`config.mk`:
```
export PLATFORM = sky130hd
export DESIGN_NAME = sprite_alpha_frame_stats
export DESIGN_NICKNAME = d
export VERILOG_FILES = /design/src/sas_pkg.sv /design/src/sas_pix_reg.sv /design/src/sas_accum.sv /design/src/sas_out_reg.sv /design/src/sprite_alpha_frame_stats.sv
export SDC_FILE = /design/constraint.sdc
export NUM_CORES = 1
export LEC_CHECK = 0
export BUFFER_PORTS_ARGS = -buffer_cell sky130_fd_sc_hd__buf_2
export CORE_ASPECT_RATIO = 1.4
export CORE_UTILIZATION = 60
export DETAILED_ROUTE_END_ITERATION = 10
export PLACE_DENSITY = 0.81
export SLEW_MARGIN = 20
export SYNTH_ARGS = -nofsm -noshare
export SYNTH_HDL_FRONTEND = slang
export SYNTH_SLANG_ARGS = --single-unit
```
`constraint.sdc`:
```
create_clock -name aclk -period 8 [get_ports aclk]
set_input_delay 0.8 -clock aclk [delete_from_list [all_inputs] [get_ports aclk]]
set_output_delay 0.8 -clock aclk [all_outputs]
set_load 0.01 [all_outputs]
```
`src/sas_pkg.sv`:
```
// ----------------------------------------------------------------------------
// sas_pkg: shared types and helpers for the sprite alpha frame statistics block
// Holds the pixel and result layouts, the configuration write bundle, the
// register indexes and the small saturating and size-clamping helpers.
// ----------------------------------------------------------------------------
`default_nettype none

package sas_pkg;

    // Largest frame dimension in pixels; sizes above it are clamped.
    localparam int MAX_DIM   = 4096;
    localparam int POS_W     = $clog2(MAX_DIM);
    localparam int DIM_W     = POS_W + 1;
    localparam int TALLY_W   = 25;
    localparam int EDGE_W    = 13;
    localparam int CHAN_W    = 8;
    localparam int CFG_IDX_W = 1;
    localparam int CFG_DAT_W = 13;

    localparam logic [POS_W-1:0]   POS_MAX    = POS_W'(MAX_DIM - 1);
    localparam logic [DIM_W-1:0]   DIM_LIMIT  = DIM_W'(MAX_DIM);
    localparam logic [TALLY_W-1:0] TALLY_MAX  = '1;
    localparam logic [EDGE_W-1:0]  EDGE_MAX   = '1;
    localparam logic [CHAN_W-1:0]  ALPHA_FULL = '1;

    // Configuration register indexes.
    localparam logic [CFG_IDX_W-1:0] CFG_FRAME_WIDTH  = 1'b0;
    localparam logic [CFG_IDX_W-1:0] CFG_FRAME_HEIGHT = 1'b1;

    // Reset value of both size registers, stored as last position (64 - 1).
    localparam logic [POS_W-1:0] DIM_RESET_LAST = POS_W'(63);

    // Pixel as it sits on the input bus, red in the lowest byte.
    typedef struct packed {
        logic [CHAN_W-1:0] alpha;
        logic [CHAN_W-1:0] blue;
        logic [CHAN_W-1:0] green;
        logic [CHAN_W-1:0] red;
    } pixel_t;

    // Frame statistics as they sit on the output bus, transparent count lowest.
    typedef struct packed {
        logic [EDGE_W-1:0]  box_height;
        logic [EDGE_W-1:0]  box_width;
        logic [POS_W-1:0]   box_y;
        logic [POS_W-1:0]   box_x;
        logic [EDGE_W-1:0]  bottom_edge_visible;
        logic [EDGE_W-1:0]  right_edge_visible;
        logic [EDGE_W-1:0]  top_edge_visible;
        logic [EDGE_W-1:0]  left_edge_visible;
        logic [TALLY_W-1:0] opaque_count;
        logic [TALLY_W-1:0] residue_count;
        logic [TALLY_W-1:0] transparent_count;
    } stats_t;

    typedef struct packed {
        logic   frame_empty;
        stats_t stats;
    } result_t;

    localparam int STATS_W = $bits(stats_t);
    localparam int TDATA_W = ((STATS_W + 7) / 8) * 8;

    typedef struct packed {
        logic                 en;
        logic [CFG_IDX_W-1:0] index;
        logic [CFG_DAT_W-1:0] data;
    } cfg_write_t;

    // Turns a raw size register value into the last valid position.
    function automatic logic [POS_W-1:0] dim_last(input logic [CFG_DAT_W-1:0] v);
        logic [DIM_W-1:0] d;
        begin
            d = DIM_W'(v);
            if (d == '0) begin
                dim_last = '0;
            end else if (d > DIM_LIMIT) begin
                dim_last = POS_MAX;
            end else begin
                dim_last = POS_W'(d - DIM_W'(1));
            end
        end
    endfunction

    function automatic logic [TALLY_W-1:0] tally_inc(input logic [TALLY_W-1:0] c);
        tally_inc = (c == TALLY_MAX) ? c : c + TALLY_W'(1);
    endfunction

    function automatic logic [EDGE_W-1:0] edge_inc(input logic [EDGE_W-1:0] c);
        edge_inc = (c == EDGE_MAX) ? c : c + EDGE_W'(1);
    endfunction

endpackage

`default_nettype wire

```
`src/sas_pix_reg.sv`:
```
// ----------------------------------------------------------------------------
// sas_pix_reg: input pixel register
// Captures one pixel per transaction and holds it until the statistics stage
// consumes it; a new pixel may enter in the same cycle the held one leaves.
// ----------------------------------------------------------------------------
`default_nettype none

module sas_pix_reg (
    input  wire logic            aclk,
    input  wire logic            aresetn,
    input  wire logic            s_tvalid,
    output logic                 s_tready,
    input  wire sas_pkg::pixel_t s_pixel,
    input  wire logic            consume,
    output logic                 pix_valid,
    output sas_pkg::pixel_t      pix_data
);

    logic            valid_reg;
    logic            valid_next;
    sas_pkg::pixel_t data_reg;

    assign s_tready = !valid_reg || consume;

    always_comb begin
        valid_next = valid_reg;
        if (s_tready) begin
            valid_next = s_tvalid;
        end
    end

    always_ff @(posedge aclk) begin
        if (!aresetn) begin
            valid_reg <= 1'b0;
        end else begin
            valid_reg <= valid_next;
        end
        if (s_tvalid && s_tready) begin
            data_reg <= s_pixel;
        end
    end

    assign pix_valid = valid_reg;
    assign pix_data  = data_reg;

endmodule

`default_nettype wire

```
`src/sas_accum.sv`:
```
// ----------------------------------------------------------------------------
// sas_accum: frame position tracking and statistics accumulation
// Keeps column and row, the per-frame tallies and the visible bounding box,
// and forms the frame result from the updated values on the last pixel.
// ----------------------------------------------------------------------------
`default_nettype none

module sas_accum (
    input  wire logic                aclk,
    input  wire logic                aresetn,
    input  wire sas_pkg::cfg_write_t cfg,
    input  wire logic                step,
    input  wire sas_pkg::pixel_t     pix,
    output logic                     at_frame_end,
    output sas_pkg::result_t         result
);

    localparam int POS_W   = sas_pkg::POS_W;
    localparam int TALLY_W = sas_pkg::TALLY_W;
    localparam int EDGE_W  = sas_pkg::EDGE_W;

    logic [POS_W-1:0]   wlast_reg, wlast_next;
    logic [POS_W-1:0]   hlast_reg, hlast_next;
    logic [POS_W-1:0]   col_reg, col_next;
    logic [POS_W-1:0]   row_reg, row_next;
    logic [POS_W-1:0]   lx_reg, lx_next;
    logic [POS_W-1:0]   ly_reg, ly_next;
    logic [POS_W-1:0]   gx_reg, gx_next;
    logic [POS_W-1:0]   gy_reg, gy_next;
    logic               seen_reg, seen_next;
    logic [TALLY_W-1:0] transp_reg, transp_next;
    logic [TALLY_W-1:0] resid_reg, resid_next;
    logic [TALLY_W-1:0] opaque_reg, opaque_next;
    logic [EDGE_W-1:0]  left_reg, left_next;
    logic [EDGE_W-1:0]  top_reg, top_next;
    logic [EDGE_W-1:0]  right_reg, right_next;
    logic [EDGE_W-1:0]  bottom_reg, bottom_next;

    logic last_col;
    logic last_row;
    logic transparent;
    logic visible;

    // Position stays inside the frame: every size change clears it.
    assign last_col     = (col_reg == wlast_reg);
    assign last_row     = (row_reg == hlast_reg);
    assign at_frame_end = last_col && last_row;
    assign transparent  = (pix.alpha == '0);
    assign visible      = !transparent;

    // Pixel update; these values also feed the result of the last pixel.
    always_comb begin
        lx_next     = lx_reg;
        ly_next     = ly_reg;
        gx_next     = gx_reg;
        gy_next     = gy_reg;
        seen_next   = seen_reg;
        transp_next = transp_reg;
        resid_next  = resid_reg;
        opaque_next = opaque_reg;
        left_next   = left_reg;
        top_next    = top_reg;
        right_next  = right_reg;
        bottom_next = bottom_reg;
        if (transparent) begin
            transp_next = sas_pkg::tally_inc(transp_reg);
            if ((pix.red != '0) || (pix.green != '0) || (pix.blue != '0)) begin
                resid_next = sas_pkg::tally_inc(resid_reg);
            end
        end else begin
            if (!seen_reg || col_reg < lx_reg) begin
                lx_next = col_reg;
            end
            if (!seen_reg || row_reg < ly_reg) begin
                ly_next = row_reg;
            end
            if (!seen_reg || col_reg > gx_reg) begin
                gx_next = col_reg;
            end
            if (!seen_reg || row_reg > gy_reg) begin
                gy_next = row_reg;
            end
            seen_next = 1'b1;
            if (col_reg == '0) begin
                left_next = sas_pkg::edge_inc(left_reg);
            end
            if (row_reg == '0) begin
                top_next = sas_pkg::edge_inc(top_reg);
            end
            if (last_col) begin
                right_next = sas_pkg::edge_inc(right_reg);
            end
            if (last_row) begin
                bottom_next = sas_pkg::edge_inc(bottom_reg);
            end
            if (pix.alpha == sas_pkg::ALPHA_FULL) begin
                opaque_next = sas_pkg::tally_inc(opaque_reg);
            end
        end
    end

    always_comb begin
        result.frame_empty                     = !seen_next;
        result.stats.transparent_count         = transp_next;
        result.stats.residue_count             = resid_next;
        result.stats.opaque_count              = opaque_next;
        result.stats.left_edge_visible         = left_next;
        result.stats.top_edge_visible          = top_next;
        result.stats.right_edge_visible        = right_next;
        result.stats.bottom_edge_visible       = bottom_next;
        if (seen_next) begin
            result.stats.box_x      = lx_next;
            result.stats.box_y      = ly_next;
            result.stats.box_width  = EDGE_W'(gx_next) - EDGE_W'(lx_next) + EDGE_W'(1);
            result.stats.box_height = EDGE_W'(gy_next) - EDGE_W'(ly_next) + EDGE_W'(1);
        end else begin
            result.stats.box_x      = '0;
            result.stats.box_y      = '0;
            result.stats.box_width  = '0;
            result.stats.box_height = '0;
        end
    end

    always_comb begin
        wlast_next = wlast_reg;
        hlast_next = hlast_reg;
        if (cfg.en) begin
            case (cfg.index)
                sas_pkg::CFG_FRAME_WIDTH:  wlast_next = sas_pkg::dim_last(cfg.data);
                sas_pkg::CFG_FRAME_HEIGHT: hlast_next = sas_pkg::dim_last(cfg.data);
                default: ;
            endcase
        end
        if (last_col) begin
            col_next = '0;
            row_next = row_reg + POS_W'(1);
        end else begin
            col_next = col_reg + POS_W'(1);
            row_next = row_reg;
        end
    end

    always_ff @(posedge aclk) begin
        if (!aresetn || cfg.en || (step && at_frame_end)) begin
            col_reg    <= '0;
            row_reg    <= '0;
            lx_reg     <= !aresetn ? sas_pkg::DIM_RESET_LAST : wlast_next;
            ly_reg     <= !aresetn ? sas_pkg::DIM_RESET_LAST : hlast_next;
            gx_reg     <= '0;
            gy_reg     <= '0;
            seen_reg   <= 1'b0;
            transp_reg <= '0;
            resid_reg  <= '0;
            opaque_reg <= '0;
            left_reg   <= '0;
            top_reg    <= '0;
            right_reg  <= '0;
            bottom_reg <= '0;
        end else if (step) begin
            col_reg    <= col_next;
            row_reg    <= row_next;
            lx_reg     <= lx_next;
            ly_reg     <= ly_next;
            gx_reg     <= gx_next;
            gy_reg     <= gy_next;
            seen_reg   <= seen_next;
            transp_reg <= transp_next;
            resid_reg  <= resid_next;
            opaque_reg <= opaque_next;
            left_reg   <= left_next;
            top_reg    <= top_next;
            right_reg  <= right_next;
            bottom_reg <= bottom_next;
        end
        if (!aresetn) begin
            wlast_reg <= sas_pkg::DIM_RESET_LAST;
            hlast_reg <= sas_pkg::DIM_RESET_LAST;
        end else begin
            wlast_reg <= wlast_next;
            hlast_reg <= hlast_next;
        end
    end

endmodule

`default_nettype wire

```
`src/sas_out_reg.sv`:
```
// ----------------------------------------------------------------------------
// sas_out_reg: frame result register
// Holds one finished frame result until the downstream side takes it.
// ----------------------------------------------------------------------------
`default_nettype none

module sas_out_reg (
    input  wire logic             aclk,
    input  wire logic             aresetn,
    input  wire logic             load,
    input  wire sas_pkg::result_t load_data,
    output logic                  m_tvalid,
    input  wire logic             m_tready,
    output sas_pkg::result_t      m_result
);

    logic             valid_reg;
    logic             valid_next;
    sas_pkg::result_t data_reg;

    always_comb begin
        valid_next = valid_reg;
        if (load) begin
            valid_next = 1'b1;
        end else if (m_tready) begin
            valid_next = 1'b0;
        end
    end

    always_ff @(posedge aclk) begin
        if (!aresetn) begin
            valid_reg <= 1'b0;
        end else begin
            valid_reg <= valid_next;
        end
        if (load) begin
            data_reg <= load_data;
        end
    end

    assign m_tvalid = valid_reg;
    assign m_result = data_reg;

endmodule

`default_nettype wire

```
`src/sprite_alpha_frame_stats.sv`:
```
// ----------------------------------------------------------------------------
// sprite_alpha_frame_stats: per-frame alpha statistics and visible bounds
// Counts transparent, residue and opaque pixels, visible pixels on each frame
// edge, and the bounding box of visible pixels, one result per frame.
// ----------------------------------------------------------------------------
//
// Channel   Direction  Payload
// s_axis    in         one RGBA8 pixel per transaction, raster order
// m_axis    out        one statistics record per frame, on its last pixel
// cfg       in         frame_width (index 0) and frame_height (index 1)
//
// The block sustains one pixel per clock. A pixel is registered on entry and
// folded into the statistics as it leaves that register, and a frame's result
// is registered in the result register from which m_axis is driven.
// Reset is synchronous and active low; it restores a 64 by 64 frame size and
// clears all counters. Any configuration write restarts the current frame.
// Upstream stalls only when the last pixel of a frame finds the result
// register still full and not being drained.
// ----------------------------------------------------------------------------
`default_nettype none

module sprite_alpha_frame_stats (
    input  wire logic                                 aclk,
    input  wire logic                                 aresetn,
    // Pixel input.
    input  wire logic                                 s_tvalid,
    output logic                                      s_tready,
    // tdata fields from bit 0: red[7:0], green[15:8], blue[23:16], alpha[31:24].
    input  wire logic [$bits(sas_pkg::pixel_t)-1:0]   s_tdata,
    // Frame result.
    output logic                                      m_tvalid,
    input  wire logic                                 m_tready,
    // tdata fields from bit 0: transparent_count[24:0], residue_count[49:25],
    // opaque_count[74:50], left_edge_visible[87:75], top_edge_visible[100:88],
    // right_edge_visible[113:101], bottom_edge_visible[126:114],
    // box_x[138:127], box_y[150:139], box_width[163:151],
    // box_height[176:164], zero fill above.
    output logic [sas_pkg::TDATA_W-1:0]               m_tdata,
    // tuser fields from bit 0: frame_empty[0].
    output logic                                      m_tuser,
    // Configuration write port.
    input  wire logic                                 cfg_wr_en,
    input  wire logic [sas_pkg::CFG_IDX_W-1:0]        cfg_index,
    input  wire logic [sas_pkg::CFG_DAT_W-1:0]        cfg_data
);

    logic                pix_valid;
    sas_pkg::pixel_t     pix_data;
    logic                step;
    logic                at_frame_end;
    sas_pkg::result_t    frame_result;
    sas_pkg::result_t    out_result;
    sas_pkg::cfg_write_t cfg;

    assign cfg.en    = cfg_wr_en;
    assign cfg.index = cfg_index;
    assign cfg.data  = cfg_data;

    // The held pixel moves on unless it closes a frame whose result has
    // nowhere to go this cycle.
    assign step = pix_valid && (!at_frame_end || !m_tvalid || m_tready);

    sas_pix_reg u_pix_reg (
        .aclk      (aclk),
        .aresetn   (aresetn),
        .s_tvalid  (s_tvalid),
        .s_tready  (s_tready),
        .s_pixel   (sas_pkg::pixel_t'(s_tdata)),
        .consume   (step),
        .pix_valid (pix_valid),
        .pix_data  (pix_data)
    );

    sas_accum u_accum (
        .aclk         (aclk),
        .aresetn      (aresetn),
        .cfg          (cfg),
        .step         (step),
        .pix          (pix_data),
        .at_frame_end (at_frame_end),
        .result       (frame_result)
    );

    sas_out_reg u_out_reg (
        .aclk      (aclk),
        .aresetn   (aresetn),
        .load      (step && at_frame_end),
        .load_data (frame_result),
        .m_tvalid  (m_tvalid),
        .m_tready  (m_tready),
        .m_result  (out_result)
    );

    assign m_tdata = sas_pkg::TDATA_W'(out_result.stats);
    assign m_tuser = out_result.frame_empty;

endmodule

`default_nettype wire
```
# [Word-level counts from Yosys, hierarchy flattened]
# Index checks and enable logic that the tools add are counted.
[word_totals] out_inout_bits=187 rom_bits=0 ff_bits=436 inputBits=51 latchBits=0 mem_count=0 mem_bits_rw=0 word_cells=138
[classes] order_cmp=5 n_shift=0 n_eq_ne=10 n_bitwise=0 div=0 muxes=44 addsub=14 n_mul=0 reduce_logical=31
[ops] op="12-bit 2-to-1 mux" n=21
[ops] op="25-bit 2-to-1 mux" n=8
[ops] op="13-bit 2-to-1 mux" n=12
[ops] op="13-bit by 1-bit adder with 13-bit output (second input constant)" n=6
[ops] op="25-bit by 1-bit adder with 25-bit output (second input constant)" n=3
[ops] op="25-bit equality test (second input constant)" n=3
[ops] op="13-bit equality test (second input constant)" n=4
[ops] op="12-bit by 12-bit subtractor with 13-bit output" n=2
[ops] op="12-bit by 1-bit adder with 12-bit output (second input constant)" n=2
[ops] op="12-bit equality test" n=2
[ops] op="12-bit > comparator" n=2
[ops] op="12-bit zero test" n=2
[ops] op="12-bit < comparator" n=2
[ops] op="8-bit nonzero test" n=3
[ops] op="13-bit > comparator (second input constant)" n=1
[ops] op="13-bit zero test" n=1
[ops] op="12-bit by 1-bit subtractor with 12-bit output (second input constant)" n=1
[ops] op="1-bit logical OR" n=11
[ops] op="8-bit equality test (second input constant)" n=1
[ops] op="8-bit zero test" n=1
[ops] op="1-bit zero test" n=6
[ops] op="1-bit logical AND" n=4
[ops] op="2-bit nonzero test" n=2
[ops] op="1-bit 2-to-1 mux" n=3
[ops] op="2-bit AND reduction" n=1

# [Depth between registers and ports, before layout]
[logic_depth] word_depth=9 depth_mapped=20 depth_no_buf=18

# [Cells and area by module]
# A second synthesis with hierarchy kept.
[unflattened] cells_unflattened=2232 hier_area_um2=22061.2
[by_module_without_submodules] mod="sas_accum" seq_area_each_um2=4724.5 area_per_inst_um2=15567.4 instances=1 cells_each=2002
[by_module_without_submodules] mod="sas_out_reg" seq_area_each_um2=5365.1 area_per_inst_um2=5386.4 instances=1 cells_each=181
[by_module_without_submodules] mod="sas_pix_reg" seq_area_each_um2=980.9 area_per_inst_um2=1018.5 instances=1 cells_each=37
[by_module_without_submodules] mod="sprite_alpha_frame_stats" seq_area_each_um2=0.0 area_per_inst_um2=88.8 instances=1 cells_each=12

# [Least setup slack after synthesis]
# OpenSTA, ideal clock, no wires.
[synth_timing] kind="register -> register" startpoint="reg u_accum.col_reg[2]" endpoint="reg u_out_reg.data_reg, in the netlist u_out_reg.m_result[0], enable pin" required_ps=7439 t_arrival_ps=5658 stages_incl_launch_ff=7 setup_slack_ps=1781 path_buffers=1 period_less_slack_ps=6219 setup_ps=561 path_cell_list="dfxtp_1 -> clkbuf_1 -> xnor2_1 -> nand4_1 -> nor3_1 -> and2_1 -> and3_1"
[synth_between] elab_chain_len=7
[synth_lines] element="from (decl)" line="sas_accum.sv:24" rtl="logic [POS_W-1:0] col_reg, col_next;"
[synth_lines] element="from (signal assigned)" line="sas_accum.sv:160" rtl="col_reg <= col_next;"
[synth_lines] element="12-bit equality test *" line="sas_accum.sv:45" rtl="assign last_col = (col_reg == wlast_reg);"
[synth_lines] element="1-bit logical AND *" line="sas_accum.sv:47" rtl="assign at_frame_end = last_col && last_row;"
[synth_lines] element="1-bit zero test" line="sprite_alpha_frame_stats.sv:61" rtl="assign step = pix_valid && (!at_frame_end || !m_tvalid || m_tready);"
[synth_lines] element="1-bit logical OR (2 in series)" line="sprite_alpha_frame_stats.sv:61"
[synth_lines] element="1-bit logical AND" line="sprite_alpha_frame_stats.sv:61"
[synth_lines] element="1-bit logical AND *" line="sprite_alpha_frame_stats.sv:87" rtl=".load (step && at_frame_end),"
[synth_lines] element="named net u_out_reg.load" line="sas_out_reg.sv:10" rtl="input wire logic load,"
[synth_lines] element="to (signal assigned)" line="sas_out_reg.sv:37" rtl="data_reg <= load_data;"
[synth_lines] element="to (decl)" line="sas_out_reg.sv:19" rtl="sas_pkg::result_t data_reg;"
# The timed path passes the listed nets; every way through them passes the cells marked *.
# A chain may end at the register's enable or synchronous reset.

# [Final worst setup path]
[layout_timing] startpoint="reg u_accum.row_reg[6]" endpoint="reg u_out_reg.data_reg, in the netlist u_out_reg.m_result[175], data pin"
[layout_between] elab_chain_len=6 elab_cells_between_ends=10 cone_classes="add/sub (2); order compare (2); mux (4); reduce/logical (2)"
[layout_lines] element="from (decl)" line="sas_accum.sv:25" rtl="logic [POS_W-1:0] row_reg, row_next;"
[layout_lines] element="from (signal assigned)" line="sas_accum.sv:161" rtl="row_reg <= row_next;"
[layout_lines] element="12-bit > comparator" line="sas_accum.sv:80" rtl="if (!seen_reg || row_reg > gy_reg) begin"
[layout_lines] element="1-bit logical OR" line="sas_accum.sv:80"
[layout_lines] element="12-bit 2-to-1 mux" line="sas_accum.sv:80"
[layout_lines] element="12-bit 2-to-1 mux" line="sas_accum.sv:65" rtl="if (transparent) begin"
[layout_lines] element="named net u_accum.gy_next[0]" line="sas_accum.sv:29" rtl="logic [POS_W-1:0] gy_reg, gy_next;"
[layout_lines] element="12-bit by 12-bit subtractor with 13-bit output" line="sas_accum.sv:115" rtl="result.stats.box_height = EDGE_W'(gy_next) - EDGE_W'(ly_next) + EDGE_W'(1);"
[layout_lines] element="13-bit by 1-bit adder with 13-bit output" line="sas_accum.sv:115"
# The timed path passes the listed nets, and every way through them passes these cells.

==> results.ini <==
[cells_and_area]
antenna_cells=0
syn_to_final_growth_pct=12.1
drive_gt1_share_pct=14.2
final_common_cell=edfxtp_1
largest_reg_flops=178
fillers=3033
final_cell_mix=234 x edfxtp_1, 230 x buf_2, 203 x nand2_1
multi_input_area_sq_mm=0.0114
final_util_pct=68.2
final_cells=3126
layout.nets=2729
regArea_sq_mm=0.0111

[outcome]
status=complete, no violations

[worst_setup_path]
worstPathCellList=ha_1, nand4_1, nor2_1, a21boi_0, o311a_1, mux2_2, ha_1, ha_1, fa_1, a21oi_1, o211ai_1, o41ai_1, o21ai_0, xnor2_1, nor2_1
start_kind=flop
worstPathRequired_ps=8290
endpoint=u_out_reg.m_result[175]
slowest_delay_ps=860
r2r-start=u_accum.row_reg[6]
timing.rr.end=u_out_reg.m_result[175]
crit_path_frequent_cell=ha_1
cp.arrival_ps=5300
cp_max_fo=34
worstSetupPathType=flop to flop
cpMaxStageDelayCell=o311a_1
rr_worst_depth=15
r2r_slack_ps=2990
cp-end-kind=flop
crit_start=u_accum.row_reg[6]

[global_routing]
grt_pass1_vias=18200
use_met3_pct=4.03
busiest_layer=met2
met1_usage_pct=34.6
overflow=0
met2_usage_pct=50.4
grt_max_degree=112
grt_pass1_wl_um=92500
grt_usage_pct=28.9
grt_antenna_before_repair=0

[clock_network]
cts.sinks=436
cts_setup_buffers=0
cts_resized=0
clock_latency_ps=560
cts-root-buf=clkbuf_16
cts_buffer_depth=3
cts_tree=built
numCtsBuffers=42
cts_hold_buffers=0
path_clk_slew_ps=60
cts_max_level=2

[sta]
min_period_over_period_pct=62.6
hold_violations=0
period_needed_ps=5010
max_freq_mhz=200
relSlewSlack_pct=31.2
finalMaxSlewViolations=0
rsz0062_at_grt=no
clock_skew_ps=20.0
setup-violations-final=0
tns_ps=0
tightestPinTransition_ps=1030

[power]
power.density_mw_per_mm2=176
pwr-share-comb_pct=4.4
power.internal_uw=3580
power_frac_clock_pct=43.5
p_leak_uw=0.00895
ir_worst_vdd_uv=137
p_sw_uw=1030
seqPwrFrac_pct=52.1
swShare_pct=22.3

[yosys]
ys_ff_latch=436
postSynthAreaPerCell_sq_um=9.63
ys.flop_type=edfxtp_1
ys_seq_area_share_pct=47.3
syn-instance-count=2431
synth_cell_type_count=83
ys_warn_count=0
syn_area_sq_mm=0.0234
async_reset_ff_share_pct=0
synth_edf_count=234

[floorplanning]
die_y_um=236
row_count=85
die-area_sq_mm=0.0398
fp.coreArea_sq_mm=0.0385
ioPinCount=238
dieWidth_um=169
start_util_pct=60.8

[detailed_routing]
drt_iter0_drc=1840
vias=19400
route.detailed.drc=0
drt_pass1_iterations=8
viasPerCell=6.19
totalWireLength_um=58700
ant_nets=0
routedWlPerCell_um=18.8

[place]
dpl.hpwl_um=40500
portBuffers=230
dp.cells=3048
gp_congestion=0.949

[run]
cap_violations=0

[hold_path]
hold_path.class=input port to flop
hp-start=s_tdata[0]

## through the flow
stage	setup WS [ps]	cell area [sq um]	total power, uW	hold slack, ps
after global placement	3030	24800	2640	446
after global routing	2630	26200	4750	397
after CTS	2910	26200	4630	402
final	2990	26200	4610	422
after detailed placement	2940	24800	2650	457
after floorplan	1780	23400	2580	435
## per-layer routing
layer  wire length (um)  vias to the layer above
met5                  0                        -
met4               2730                        0
met3               2940                      170
met2              29500                      671
met1              23500                     9289
li1                   -                     9231
## worst max-delay path: cells and delay by family (launching register included)
kind | cells | cell delay (ps)
AO/OA/AOI/OAI | 6 | 2020
adder cells (fa/ha/maj) | 4 | 1070
flip-flops | 1 | 730
multiplexers | 1 | 440
AND/OR/NAND/NOR | 3 | 280
XOR/XNOR | 1 | 200
## logic make-up after synthesis
group / after synthesis / synth area share [%]
compound gates: 478 / 13.4
xor+xnor: 176 / 6.58
simple gates: 920 / 20.2
mux: 47 / 2.05
fa+ha+maj: 110 / 5.91
other cells: 1 / 0.0160
buf+inv: 263 / 4.60
flops: 436 / 47.3
## power groups by stage
stage | combinational [uW] | clock, uW | sequential (uW)
final | 204 | 2010 | 2400
after global routing | 221 | 2130 | 2400
after CTS | 199 | 2040 | 2400
after detailed placement | 197 | 0 | 2450
after global placement | 192 | 0 | 2450
after floorplan | 142 | 0 | 2440
## cells in the mapped netlist (9+ instances only)
cell type | number | area (sq um)
edfxtp_1 | 234 | 7030
nand2_1 | 204 | 766
dfxtp_1 | 202 | 4040
nor2_1 | 172 | 646
a21oi_1 | 154 | 771
nand3_1 | 122 | 611
clkbuf_1 | 108 | 405
ha_1 | 105 | 1310
inv_1 | 95 | 357
nor3_1 | 93 | 465
xnor2_1 | 88 | 771
xor2_1 | 88 | 771
o21ai_0 | 80 | 400
o31ai_1 | 68 | 510
nand4_1 | 64 | 400
or4_1 | 56 | 420
nor4_1 | 46 | 288
buf_2 | 44 | 220
or3_1 | 40 | 250
mux2i_1 | 39 | 390
nand2b_1 | 32 | 200
o211ai_1 | 31 | 233
and3_1 | 22 | 138
o221ai_1 | 22 | 193
a31oi_1 | 13 | 81.3
a32oi_1 | 13 | 114
nor2b_1 | 11 | 68.8
o21a_1 | 11 | 82.6
or2_2 | 10 | 62.6
a211oi_1 | 9 | 67.6
and2_1 | 9 | 56.3
and4_1 | 9 | 78.8
## worst min path at each step
stage                                  endpoint  slack [ps]  depth (start not counted)
final                     u_pix_reg.pix_data[0]         420                          1
after CTS                 u_pix_reg.pix_data[0]         400                          1
after floorplan              u_accum.gy_reg[10]         430                          2
after global routing      u_pix_reg.pix_data[1]         400                          1
after global placement       u_accum.gy_reg[11]         450                          2
after detailed placement      u_accum.gx_reg[9]         460                          2
## cell type report
type                            count  area share, %
Multi-Input combinational cell   1738           43.4
Clock buffer                       53           4.36
Sequential cell                   436           42.2
Inverter                           97           1.39
Timing Repair Buffer              256           5.25
Clock inverter                     24          0.901
Tap cell                          522           2.49
No activity file was read; power rests on OpenSTA's default activity.
